$ cat config.mk
export PLATFORM = sky130hd
export DESIGN_NAME = signed_window_scalar_recoder_unit
export DESIGN_NICKNAME = d
export VERILOG_FILES = /design/src/rtl/swr_pkg.sv /design/src/rtl/swr_in_buf.sv /design/src/rtl/swr_core.sv /design/src/rtl/swr_out_reg.sv /design/src/rtl/signed_window_scalar_recoder_unit.sv
export SDC_FILE = /design/constraint.sdc
export NUM_CORES = 1
export LEC_CHECK = 0
export BUFFER_PORTS_ARGS = -buffer_cell sky130_fd_sc_hd__buf_2
export CAP_MARGIN = 10
export CORE_MARGIN = 2
export CORE_UTILIZATION = 55
export CTS_CLUSTER_DIAMETER = 200
export DETAILED_ROUTE_END_ITERATION = 16
export PLACE_DENSITY = 0.77
export SYNTH_ARGS = -nofsm -noshare
export SYNTH_HDL_FRONTEND = slang
export SYNTH_HIERARCHICAL = 1
export SYNTH_SLANG_ARGS = --single-unit
$ cat constraint.sdc
create_clock -name clk -period 17.3 [get_ports clk]
set_clock_uncertainty 0.1 [all_clocks]
set_input_delay 2.595 -clock clk [delete_from_list [all_inputs] [get_ports clk]]
set_output_delay 2.595 -clock clk [all_outputs]
set_load 0.01 [all_outputs]
$ cat src/rtl/swr_pkg.sv
// Shared types and fixed sizes for the signed window scalar recoder.
// No dependencies; used by every module in rtl/.
package swr_pkg;

  localparam int SCALAR_W = 256;
  localparam int CHUNK_W  = 64;
  localparam int DIGIT_W  = 16;
  localparam int POS_W    = 2;
  localparam int EXT_W    = 32;

  localparam logic [POS_W-1:0] POS_FIRST = 2'd0;
  localparam logic [POS_W-1:0] POS_LAST  = 2'd3;

  typedef logic [CHUNK_W-1:0] chunk_t;

  typedef struct packed {
    logic [DIGIT_W-1:0] window_digit;
    logic               last_of_chunk;
    logic               last_of_scalar;
  } swr_result_t;

endpackage

$ cat src/rtl/swr_in_buf.sv
// Input request register for scalar chunks.
// Depends on swr_pkg.
module swr_in_buf (
  input  logic            clk,
  input  logic            rst_n,
  input  logic            in_valid,
  output logic            in_stall,
  input  swr_pkg::chunk_t in_chunk,
  output logic            buf_valid,
  output swr_pkg::chunk_t buf_chunk,
  input  logic            buf_take
);

  logic            valid_r, valid_nxt;
  swr_pkg::chunk_t chunk_r;
  logic            load;

  assign in_stall  = valid_r && !buf_take;
  assign load      = in_valid && !in_stall;
  assign buf_valid = valid_r;
  assign buf_chunk = chunk_r;

  always_comb begin
    valid_nxt = valid_r;
    if (load) begin
      valid_nxt = 1'b1;
    end else if (buf_take) begin
      valid_nxt = 1'b0;
    end
  end

  always_ff @(posedge clk) begin
    if (!rst_n) begin
      valid_r <= 1'b0;
    end else begin
      valid_r <= valid_nxt;
    end
  end

  always_ff @(posedge clk) begin
    if (load) begin
      chunk_r <= in_chunk;
    end
  end

endmodule

$ cat src/rtl/swr_core.sv
// Window sequencer/datapath: one signed digit per cycle unless stalled.
// Depends on swr_pkg.
module swr_core #(
  parameter int WINDOW_BITS  = 16,
  parameter int WINDOW_COUNT = 16
) (
  input  logic                 clk,
  input  logic                 rst_n,
  input  logic                 buf_valid,
  input  swr_pkg::chunk_t      buf_chunk,
  output logic                 buf_take,
  input  logic                 slot_free,
  output logic                 res_emit,
  output swr_pkg::swr_result_t res
);

  localparam int FIT    = (swr_pkg::SCALAR_W - 1 + WINDOW_BITS) / WINDOW_BITS;
  localparam int TOTAL  = (WINDOW_COUNT < FIT) ? WINDOW_COUNT : FIT;
  localparam int LAST_LO = (TOTAL - 1) * WINDOW_BITS;
  localparam int LAST_WD = swr_pkg::SCALAR_W - LAST_LO;
  localparam int LAST_N  = (LAST_WD < swr_pkg::EXT_W) ? LAST_WD : swr_pkg::EXT_W;
  localparam int JW     = (TOTAL > 1) ? $clog2(TOTAL) : 1;
  localparam int LOW    = 8;
  localparam int CMPW   = 10;
  localparam int PAIR_W = 2 * swr_pkg::CHUNK_W;
  localparam int OFF_W  = $clog2(PAIR_W);

  localparam logic [JW-1:0]   J_LAST = JW'(TOTAL - 1);
  localparam logic [JW-1:0]   J_PREV = JW'(TOTAL - 2);
  localparam logic [CMPW-1:0] WB_C   = CMPW'(WINDOW_BITS);

  logic                         busy_r, busy_nxt;
  logic [swr_pkg::POS_W-1:0]    pos_r, pos_nxt;
  logic [JW-1:0]                j_r, j_nxt;
  logic [LOW-1:0]               lo_r, lo_nxt;
  logic                         carry_r, carry_nxt;
  swr_pkg::chunk_t              cur_r, prev_r;
  logic [swr_pkg::SCALAR_W-1:0] full_r;

  logic                         is_last, can_emit, next_ok, finish;
  logic [CMPW-1:0]              lim, lo_end, lo_end2;
  logic [PAIR_W-1:0]            pair, shifted;
  logic [OFF_W-1:0]             off;
  logic [WINDOW_BITS:0]         nl_sum;
  logic [WINDOW_BITS-1:0]       nl_digit;
  logic [LAST_N:0]              last_sum;
  logic [swr_pkg::EXT_W-1:0]    nl_ext, last_ext;

  assign is_last = (j_r == J_LAST);
  assign lim     = CMPW'({1'b0, pos_r} + 3'd1) << 6;
  assign lo_end  = CMPW'(lo_r) + WB_C;
  assign lo_end2 = lo_end + WB_C;

  always_comb begin
    if (is_last) begin
      can_emit = (pos_r == swr_pkg::POS_LAST);
      next_ok  = 1'b0;
    end else begin
      can_emit = (lo_end <= lim);
      next_ok  = (j_r == J_PREV) ? (pos_r == swr_pkg::POS_LAST) : (lo_end2 <= lim);
    end
  end

  // window sits in the previous or the current chunk
  assign pair     = {cur_r, prev_r};
  assign off      = {lo_r[7:6] == pos_r, lo_r[5:0]};
  assign shifted  = pair >> off;
  assign nl_sum   = {1'b0, shifted[WINDOW_BITS-1:0]} + (WINDOW_BITS+1)'(carry_r);
  assign nl_digit = nl_sum[WINDOW_BITS-1:0];
  assign nl_ext   = swr_pkg::EXT_W'(nl_digit);

  assign last_sum = {1'b0, full_r[LAST_LO +: LAST_N]} + (LAST_N+1)'(carry_r);
  assign last_ext = swr_pkg::EXT_W'(last_sum[LAST_N-1:0]);

  assign res_emit = busy_r && can_emit && slot_free;
  assign finish   = busy_r && (!can_emit || (res_emit && !next_ok));
  assign buf_take = buf_valid && (!busy_r || finish);

  always_comb begin
    res.window_digit   = is_last ? last_ext[swr_pkg::DIGIT_W-1:0]
                                 : nl_ext[swr_pkg::DIGIT_W-1:0];
    res.last_of_chunk  = !next_ok;
    res.last_of_scalar = is_last;
  end

  always_comb begin
    busy_nxt  = busy_r;
    pos_nxt   = pos_r;
    j_nxt     = j_r;
    lo_nxt    = lo_r;
    carry_nxt = carry_r;
    if (res_emit) begin
      j_nxt     = j_r + JW'(1);
      lo_nxt    = lo_r + LOW'(WINDOW_BITS);
      carry_nxt = !is_last && (nl_sum[WINDOW_BITS] || nl_digit[WINDOW_BITS-1]);
    end
    if (finish) begin
      busy_nxt = 1'b0;
      if (pos_r == swr_pkg::POS_LAST) begin
        pos_nxt   = swr_pkg::POS_FIRST;
        j_nxt     = '0;
        lo_nxt    = '0;
        carry_nxt = 1'b0;
      end else begin
        pos_nxt = pos_r + 2'd1;
      end
    end
    if (buf_take) begin
      busy_nxt = 1'b1;
    end
  end

  always_ff @(posedge clk) begin
    if (!rst_n) begin
      busy_r  <= 1'b0;
      pos_r   <= swr_pkg::POS_FIRST;
      j_r     <= '0;
      lo_r    <= '0;
      carry_r <= 1'b0;
    end else begin
      busy_r  <= busy_nxt;
      pos_r   <= pos_nxt;
      j_r     <= j_nxt;
      lo_r    <= lo_nxt;
      carry_r <= carry_nxt;
    end
  end

  always_ff @(posedge clk) begin
    if (buf_take) begin
      cur_r  <= buf_chunk;
      prev_r <= cur_r;
      full_r[pos_nxt*swr_pkg::CHUNK_W +: swr_pkg::CHUNK_W] <= buf_chunk;
    end
  end

endmodule

$ cat src/rtl/swr_out_reg.sv
// Result register for window digit requests.
// Depends on swr_pkg.
module swr_out_reg (
  input  logic                 clk,
  input  logic                 rst_n,
  input  logic                 res_emit,
  input  swr_pkg::swr_result_t res,
  output logic                 slot_free,
  output logic                 out_valid,
  input  logic                 out_stall,
  output swr_pkg::swr_result_t out_res
);

  logic                 valid_r, valid_nxt;
  swr_pkg::swr_result_t res_r;

  assign slot_free = !valid_r || !out_stall;
  assign out_valid = valid_r;
  assign out_res   = res_r;

  always_comb begin
    valid_nxt = valid_r;
    if (slot_free) begin
      valid_nxt = res_emit;
    end
  end

  always_ff @(posedge clk) begin
    if (!rst_n) begin
      valid_r <= 1'b0;
    end else begin
      valid_r <= valid_nxt;
    end
  end

  always_ff @(posedge clk) begin
    if (res_emit && slot_free) begin
      res_r <= res;
    end
  end

endmodule

$ cat src/rtl/signed_window_scalar_recoder_unit.sv
// Signed window scalar recoder: 64-bit chunks in, at most one window digit per cycle out.
// A chunk passes the input register into the core; its digits are registered onto out_.
// Throughput: one digit per cycle while chunks arrive and out_stall is low; a chunk
// holds the sequencer until it has emitted each window it completes (4 at 16-bit windows).
// Reset (rst_n low, synchronous) empties both registers and clears carry and positions.
// Depends on swr_pkg, swr_in_buf, swr_core and swr_out_reg.
module signed_window_scalar_recoder_unit #(
  parameter int WINDOW_BITS  = 16,
  parameter int WINDOW_COUNT = 16
) (
  input  logic                        clk,
  input  logic                        rst_n,
  input  logic                        in_valid,
  output logic                        in_stall,
  input  logic [swr_pkg::CHUNK_W-1:0] in_scalar_chunk,
  output logic                        out_valid,
  input  logic                        out_stall,
  output logic [swr_pkg::DIGIT_W-1:0] out_window_digit,
  output logic                        out_last_of_chunk,
  output logic                        out_last_of_scalar
);

  logic                 buf_valid, buf_take, slot_free, res_emit;
  swr_pkg::chunk_t      buf_chunk;
  swr_pkg::swr_result_t res, out_res;

  swr_in_buf u_in_buf (
    .clk       (clk),
    .rst_n     (rst_n),
    .in_valid  (in_valid),
    .in_stall  (in_stall),
    .in_chunk  (in_scalar_chunk),
    .buf_valid (buf_valid),
    .buf_chunk (buf_chunk),
    .buf_take  (buf_take)
  );

  swr_core #(
    .WINDOW_BITS  (WINDOW_BITS),
    .WINDOW_COUNT (WINDOW_COUNT)
  ) u_core (
    .clk       (clk),
    .rst_n     (rst_n),
    .buf_valid (buf_valid),
    .buf_chunk (buf_chunk),
    .buf_take  (buf_take),
    .slot_free (slot_free),
    .res_emit  (res_emit),
    .res       (res)
  );

  swr_out_reg u_out_reg (
    .clk       (clk),
    .rst_n     (rst_n),
    .res_emit  (res_emit),
    .res       (res),
    .slot_free (slot_free),
    .out_valid (out_valid),
    .out_stall (out_stall),
    .out_res   (out_res)
  );

  assign out_window_digit   = out_res.window_digit;
  assign out_last_of_chunk  = out_res.last_of_chunk;
  assign out_last_of_scalar = out_res.last_of_scalar;

endmodule
==> results.yml, run 1 <==
synth:
  async_reset_ff_share_pct: 0
  seq_area_frac_synth_pct: 72.2
  synth-main-ff-cell: "edfxtp_1"
  synth_warnings: 6
  synthCells: 556
  synth_edf_count: 226
  syn_area_per_cell_sq_um: 17.6
  synth_top_area_share_pct: 69.3
  syn_area_sq_um: 9790
  syn_nets: 643
  synthTopCellsByCount: "226 x edfxtp_1, 45 x nand2_1, 25 x nor2_1"
  yosys.area.top_type: "edfxtp_1"
  yosysMostFrequentCell: "edfxtp_1"
  yosysUniqueCellTypes: 55
  synth_area_leaders: "edfxtp_1 69%, mux4_1 5.9%, dfxtp_1 2.9%, ha_1 2.4%, mux4_2 2.3%"
  ys_seq_elements: 240
sta:
  rsz0062_at_grt: "false"
  fin_tns_setup_ps: 0
  worstMarginPinSlew_ps: 936
  hold_ws_ps: 317
  fin_ws_ps: 10430
  hold_viol: 0
  slew_headroom_pct: 37.3
  min_period_ps: 6870
  setup_viol: 0
  finalMaxSlewViolations: 0
  max_freq_mhz: 146
  min_period_over_period_pct: 39.7
worst_setup_path:
  path_class: "flip-flop to output pin"
  r2r_slack_ps: 12150
  cp_max_fo: 38
  cpMostUsedCell: "ha_1"
  worst_setup_path_end_kind: "output pin"
  slowest_delay_ps: 510
  worstPathCellList: "buf_4 -> ha_1 -> xor2_1 -> inv_1 -> nor3_1 -> xnor2_1 -> ha_1 -> nor2b_1 -> o21ai_0 -> a21oi_1 -> o31ai_1 -> and3_1 -> a21oi_4 -> nor2b_4 -> buf_2"
  reg2reg_to: "u_core/prev_r[1]"
  crit_arrival_ps: 4170
  cp-start-kind: "flip-flop"
  worstRegToRegCells: 15
  critPathSlowestCell: "buf_4"
  r2r-start: "u_core/lo_r[4]"
  cp.required_ps: 14610
route:
  dr.pass1.iters: 7
  drtIter0Drc: 376
  drt_wl_total_mm: 16.8
  viasPerCell: 5.62
  routedWlPerCell_um: 18.7
  num_vias: 5050
  drc: 0
  drtAntennaViolNets: 0
placement:
  dp_hpwl_mm: 11.2
  gp_congestion: 0.880
  dp_slack_ps: 10970
  io_buffer_count: 87
  dp.cells: 856
cts:
  cts_sinks: 240
  clk_path_buf_depth: 3
  post_cts_buffers: 0
  ctsResizeCount: 0
  clkTransAtPathRegs_ps: 60
  htreeDepth: 1
  clk-insertion-delay-late_ps: 510
  clockRootBuffer: "clkbuf_16"
  cts_hold_buf: 0
  cts_tree: "done"
  numCtsBuffers: 24
layout:
  n_antenna_cell: 0
  syn_to_final_growth_pct: 15.2
  fin_cells: 899
  drive_gt1_share_pct: 24.3
  fin_nets: 744
pwr:
  p_sw_uw: 317
  ir_worst_vdd_mv: 0.0815
  netSwitchingFraction_pct: 22.7
  power_frac_seq_pct: 50.5
  p_per_area_nw_per_um2: 124
  p_int_mw: 1.08
  design_power_total_mw: 1.40
  leakagePower_nw: 3.93
  power_frac_comb_pct: 12.0
  pwr-share-clk_pct: 37.4
floorplan:
  dieArea_sq_um: 18900
  io_pins: 88
  initial_utilization_pct: 56.4
  core-area_sq_um: 17400
  fp.dieH_um: 137
  die_x_um: 137
  rows: 48
global_route:
  antenna_found_initial: 0
  grt_pass1_vias: 5129
  grt_usage_pct: 18.5
  grt_pass1_wl_mm: 26.4
  grt_overflow: 0
  grt_start_max_net_pins: 73
job:
  cap_violations: 0
min_path:
  hold_depth: 0
  hold_end: "u_core/cur_r[10]"
  hp-class: "flip-flop to flip-flop"
  worstHoldStart: "u_in_buf/buf_chunk[10]"
outcome:
  status: "finished, final reports clean"
metal layers:
layer | global-route usage [%] | up-vias | wire length [um]
li1 | - | 2364 | -
met1 | 24.5 | 2516 | 7080
met2 | 32.3 | 147 | 8600
met3 | 3.09 | 23 | 904
met4 | 4.70 | 0 | 233
met5 | 0 | - | 0
kinds of logic after synthesis:
group / Yosys count / synth area share (%)
adders and majority gates: 19 / 2.43
xor gates and xnor gates: 40 / 3.73
buffers and inverters: 33 / 1.67
muxes: 46 / 9.75
and+or+nand+nor: 136 / 7.35
DFF: 240 / 72.2
AOI/OAI and AO/OA: 42 / 2.88
power groups by stage:
stage               clock network (mW)  logic, mW  registers [mW]
finish                           0.524      0.169           0.708
global route                     0.559      0.185           0.713
CTS                              0.534      0.170           0.709
detailed placement                   0      0.168           0.721
global placement                     0      0.162           0.718
floorplan                            0      0.117           0.724
cell usage in the layout, fill, tap and decap left out, types with 2 or more instances in the layout:
master / n
edfxtp_1: 226
buf_2: 87
nand2_1: 45
clkbuf_16: 25
nor2_1: 25
mux4_1: 22
xnor2_1: 22
ha_1: 19
nor3b_1: 17
xor2_1: 16
nand3_1: 15
inv_1: 13
dfxtp_1: 13
o21ai_0: 12
mux4_2: 10
nor2b_1: 8
nand4_1: 8
a21oi_1: 8
mux2i_1: 8
buf_4: 7
clkinv_2: 6
mux2_2: 5
bufinv_16: 4
clkinv_1: 3
clkbuf_1: 3
and3_1: 3
a31oi_1: 3
clkinvlp_4: 2
o21a_1: 2
xnor2_2: 2
and2_1: 2
nor3_1: 2
a311oi_1: 2
a211oi_1: 2
nor2b_4: 2
registers in the layout (all words and copies together), names as in the netlist:
signal	count
u_core/busy_r	1
u_core/carry_r	1
u_core/cur_r	64
u_core/full_r	16
u_core/j_r	4
u_core/lo_r	4
u_core/pos_r	2
u_core/prev_r	64
u_in_buf/buf_chunk	64
u_in_buf/buf_valid	1
u_out_reg/out_res	18
u_out_reg/out_valid	1
worst max-delay path, delay by kind of cell, from the launching register on:
| family | cells | cell delay, ps |
|---|---|---|
| AND/OR/NAND/NOR | 4 | 810 |
| buffers and inverters | 3 | 770 |
| adder cells (fa/ha/maj) | 2 | 580 |
| XOR/XNOR | 2 | 440 |
| flip-flops | 1 | 310 |
| AO/OA/AOI/OAI | 4 | 750 |
stage by stage:
step	util (%)	area [sq um]
final	65.0	11300
after CTS	65.0	11300
after global routing	65.0	11300
after global placement	60.3	10500
after floorplan	-	9790
after detailed placement	60.3	10500
area by class of cell:
class,instances,area (sq um)
tap,225,282
fill,1193,6080
sequential,240,7070
multi-input combinational,283,2580
inverter,14,52.6
clock buffer,28,637
timing repair buffer,94,488
clock inverter,15,176
worst max-delay path by stage:
| stage | start | to |
|---|---|---|
| floorplan | out_stall | u_in_buf/buf_chunk[0] |
| global placement | out_stall | in_stall |
| detailed placement | out_stall | in_stall |
| CTS | u_core/lo_r[4] | in_stall |
| global route | u_core/lo_r[4] | in_stall |
| finish | u_core/lo_r[4] | in_stall |
Power figures use the tool's default switching activity.
==> run 2: changes to the inputs <==
- clock period: 17.3 -> 6.34 ns (I/O delays scaled with it)
==> results.yml, run 2 (synthesis gave the netlist of run 1 again) <==
layout:
  layout_common_cells: "226 x edfxtp_1, 87 x buf_2, 45 x nand2_1"
  fin_area_sq_um: 11200
  nFillCells: 1200
  syn_to_final_growth_pct: 14.8
  fin_nets: 744
  final_common_cell: "edfxtp_1"
  n_antenna_cell: 0
  drive_gt1_share_pct: 24.3
pwr:
  p_int_mw: 2.88
  pwr-share-clk_pct: 36.1
  p_per_area_nw_per_um2: 333
  netSwitchingFraction_pct: 23.0
  power_frac_comb_pct: 12.0
  leakagePower_nw: 3.91
  p_sw_uw: 862
  ir_worst_vdd_mv: 0.210
  power_frac_seq_pct: 51.9
floorplan:
  core-area_sq_um: 17400
  fp.dieH_um: 137
  die_x_um: 137
  rows: 48
  dieArea_sq_um: 18900
  io_pins: 88
  initial_utilization_pct: 56.4
cts:
  ctsResizeCount: 0
  post_cts_buffers: 0
  clk-insertion-delay-late_ps: 500
  cts_tree: "done"
  cts_hold_buf: 0
  htreeDepth: 1
  clockRootBuffer: "clkbuf_16"
  cts_sinks: 240
  numCtsBuffers: 24
  clk_path_buf_depth: 3
  clkTransAtPathRegs_ps: 60
sta:
  worstMarginPinSlew_ps: 890
  max_freq_mhz: 201
  setup_viol: 0
  slew_headroom_pct: 40.7
  finalMaxSlewViolations: 0
  hold_ws_ps: 316
  fin_tns_setup_ps: 0
  min_period_ps: 4960
  rsz0062_at_grt: "false"
  hold_viol: 0
  min_period_over_period_pct: 78.3
route:
  dr.pass1.iters: 5
  viasPerCell: 5.61
  drtAntennaViolNets: 0
  drc: 0
  drtIter0Drc: 410
  drt_wl_total_mm: 16.9
  routedWlPerCell_um: 18.8
  num_vias: 5042
placement:
  io_buffer_count: 87
  gp_congestion: 0.865
  dpl_cell_area_sq_um: 10500
  dp_hpwl_mm: 11.6
worst_setup_path:
  cp_max_fo: 15
  worstPathCellList: "ha_1 -> xor2_1 -> inv_1 -> nor3_1 -> xnor2_1 -> ha_1 -> nor2b_1 -> o21ai_0 -> a21oi_1 -> o31ai_1 -> and3_1 -> a21oi_4 -> nor2b_4 -> buf_2"
  critPathSlowestCell: "dfxtp_1"
  cp-start-kind: "flip-flop"
  critical_path.startpoint: "u_core/lo_r[5]"
  cpMostUsedCell: "ha_1"
  crit_arrival_ps: 3910
  cp.required_ps: 5290
  worst_setup_path_end_kind: "output pin"
  slowest_delay_ps: 740
  path_class: "flip-flop to output pin"
  r2r-start: "u_core/lo_r[5]"
outcome:
  status: "finished, final reports clean"
global_route:
  antenna_found_initial: 0
  grt_pass1_vias: 5124
  grt_overflow: 0
  grt_usage_pct: 18.8
  grt_pass1_wl_mm: 26.7
  grt_start_max_net_pins: 67
min_path:
  hp-class: "flip-flop to flip-flop"
  worstHoldStart: "u_in_buf/buf_chunk[22]"
job:
  cap_violations: 0
-- run 2: power groups by stage --
stage,combinational [mW],sequential [mW],clock [mW]
after floorplan,0.323,1.96,0
after global placement,0.429,1.97,0
after detailed placement,0.445,1.98,0
after CTS,0.448,1.95,1.39
after global routing,0.490,1.96,1.45
final,0.448,1.94,1.35
-- run 2: worst paths after layout --
path,to,cells past startpoint,slack [ps]
min reg2reg,u_core/cur_r[22],0,320
max reg2reg,u_core/prev_r[29],14,1410
min,u_core/cur_r[22],0,320
max,in_stall,14,1380
-- run 2: metrics by stage --
stage               instances  total power, mW  util (%)  setup slack, ps
floorplan                 556             2.28         -             31.2
global placement          856             2.40      60.3             1650
detailed placement        856             2.42      60.3             1450
CTS                       899             3.78      64.7             1380
global route              899             3.89      64.7             1010
finish                    899             3.74      64.7             1380
-- run 2: worst max-delay path, delay by kind of cell, from the launching register on --
family                   cells  cell delay, ps
XOR/XNOR                     2             420
flip-flops                   1             740
AO/OA/AOI/OAI                4             630
AND/OR/NAND/NOR              4             790
adder cells (fa/ha/maj)      2             580
buffers and inverters        2             250
-- run 2: cell type report --
cell class / instances / area, sq um / area share (%)
clock inverters: 13 / 124 / 1.10
repair buffers: 94 / 488 / 4.34
clock buffers: 30 / 644 / 5.73
flip-flops and latches: 240 / 7070 / 62.9
multi-input cells: 283 / 2580 / 22.9
inverters: 14 / 52.6 / 0.468
well taps: 225 / 282 / 2.51
-- run 2: routing by layer --
metal / vias to the layer above / wire [um] / GRT usage (%)
met3: 36 / 868 / 3.13
li1: 2367 / - / -
met5: - / 0 / 0
met1: 2480 / 7170 / 25.9
met2: 159 / 8380 / 30.5
met4: 0 / 464 / 6.87
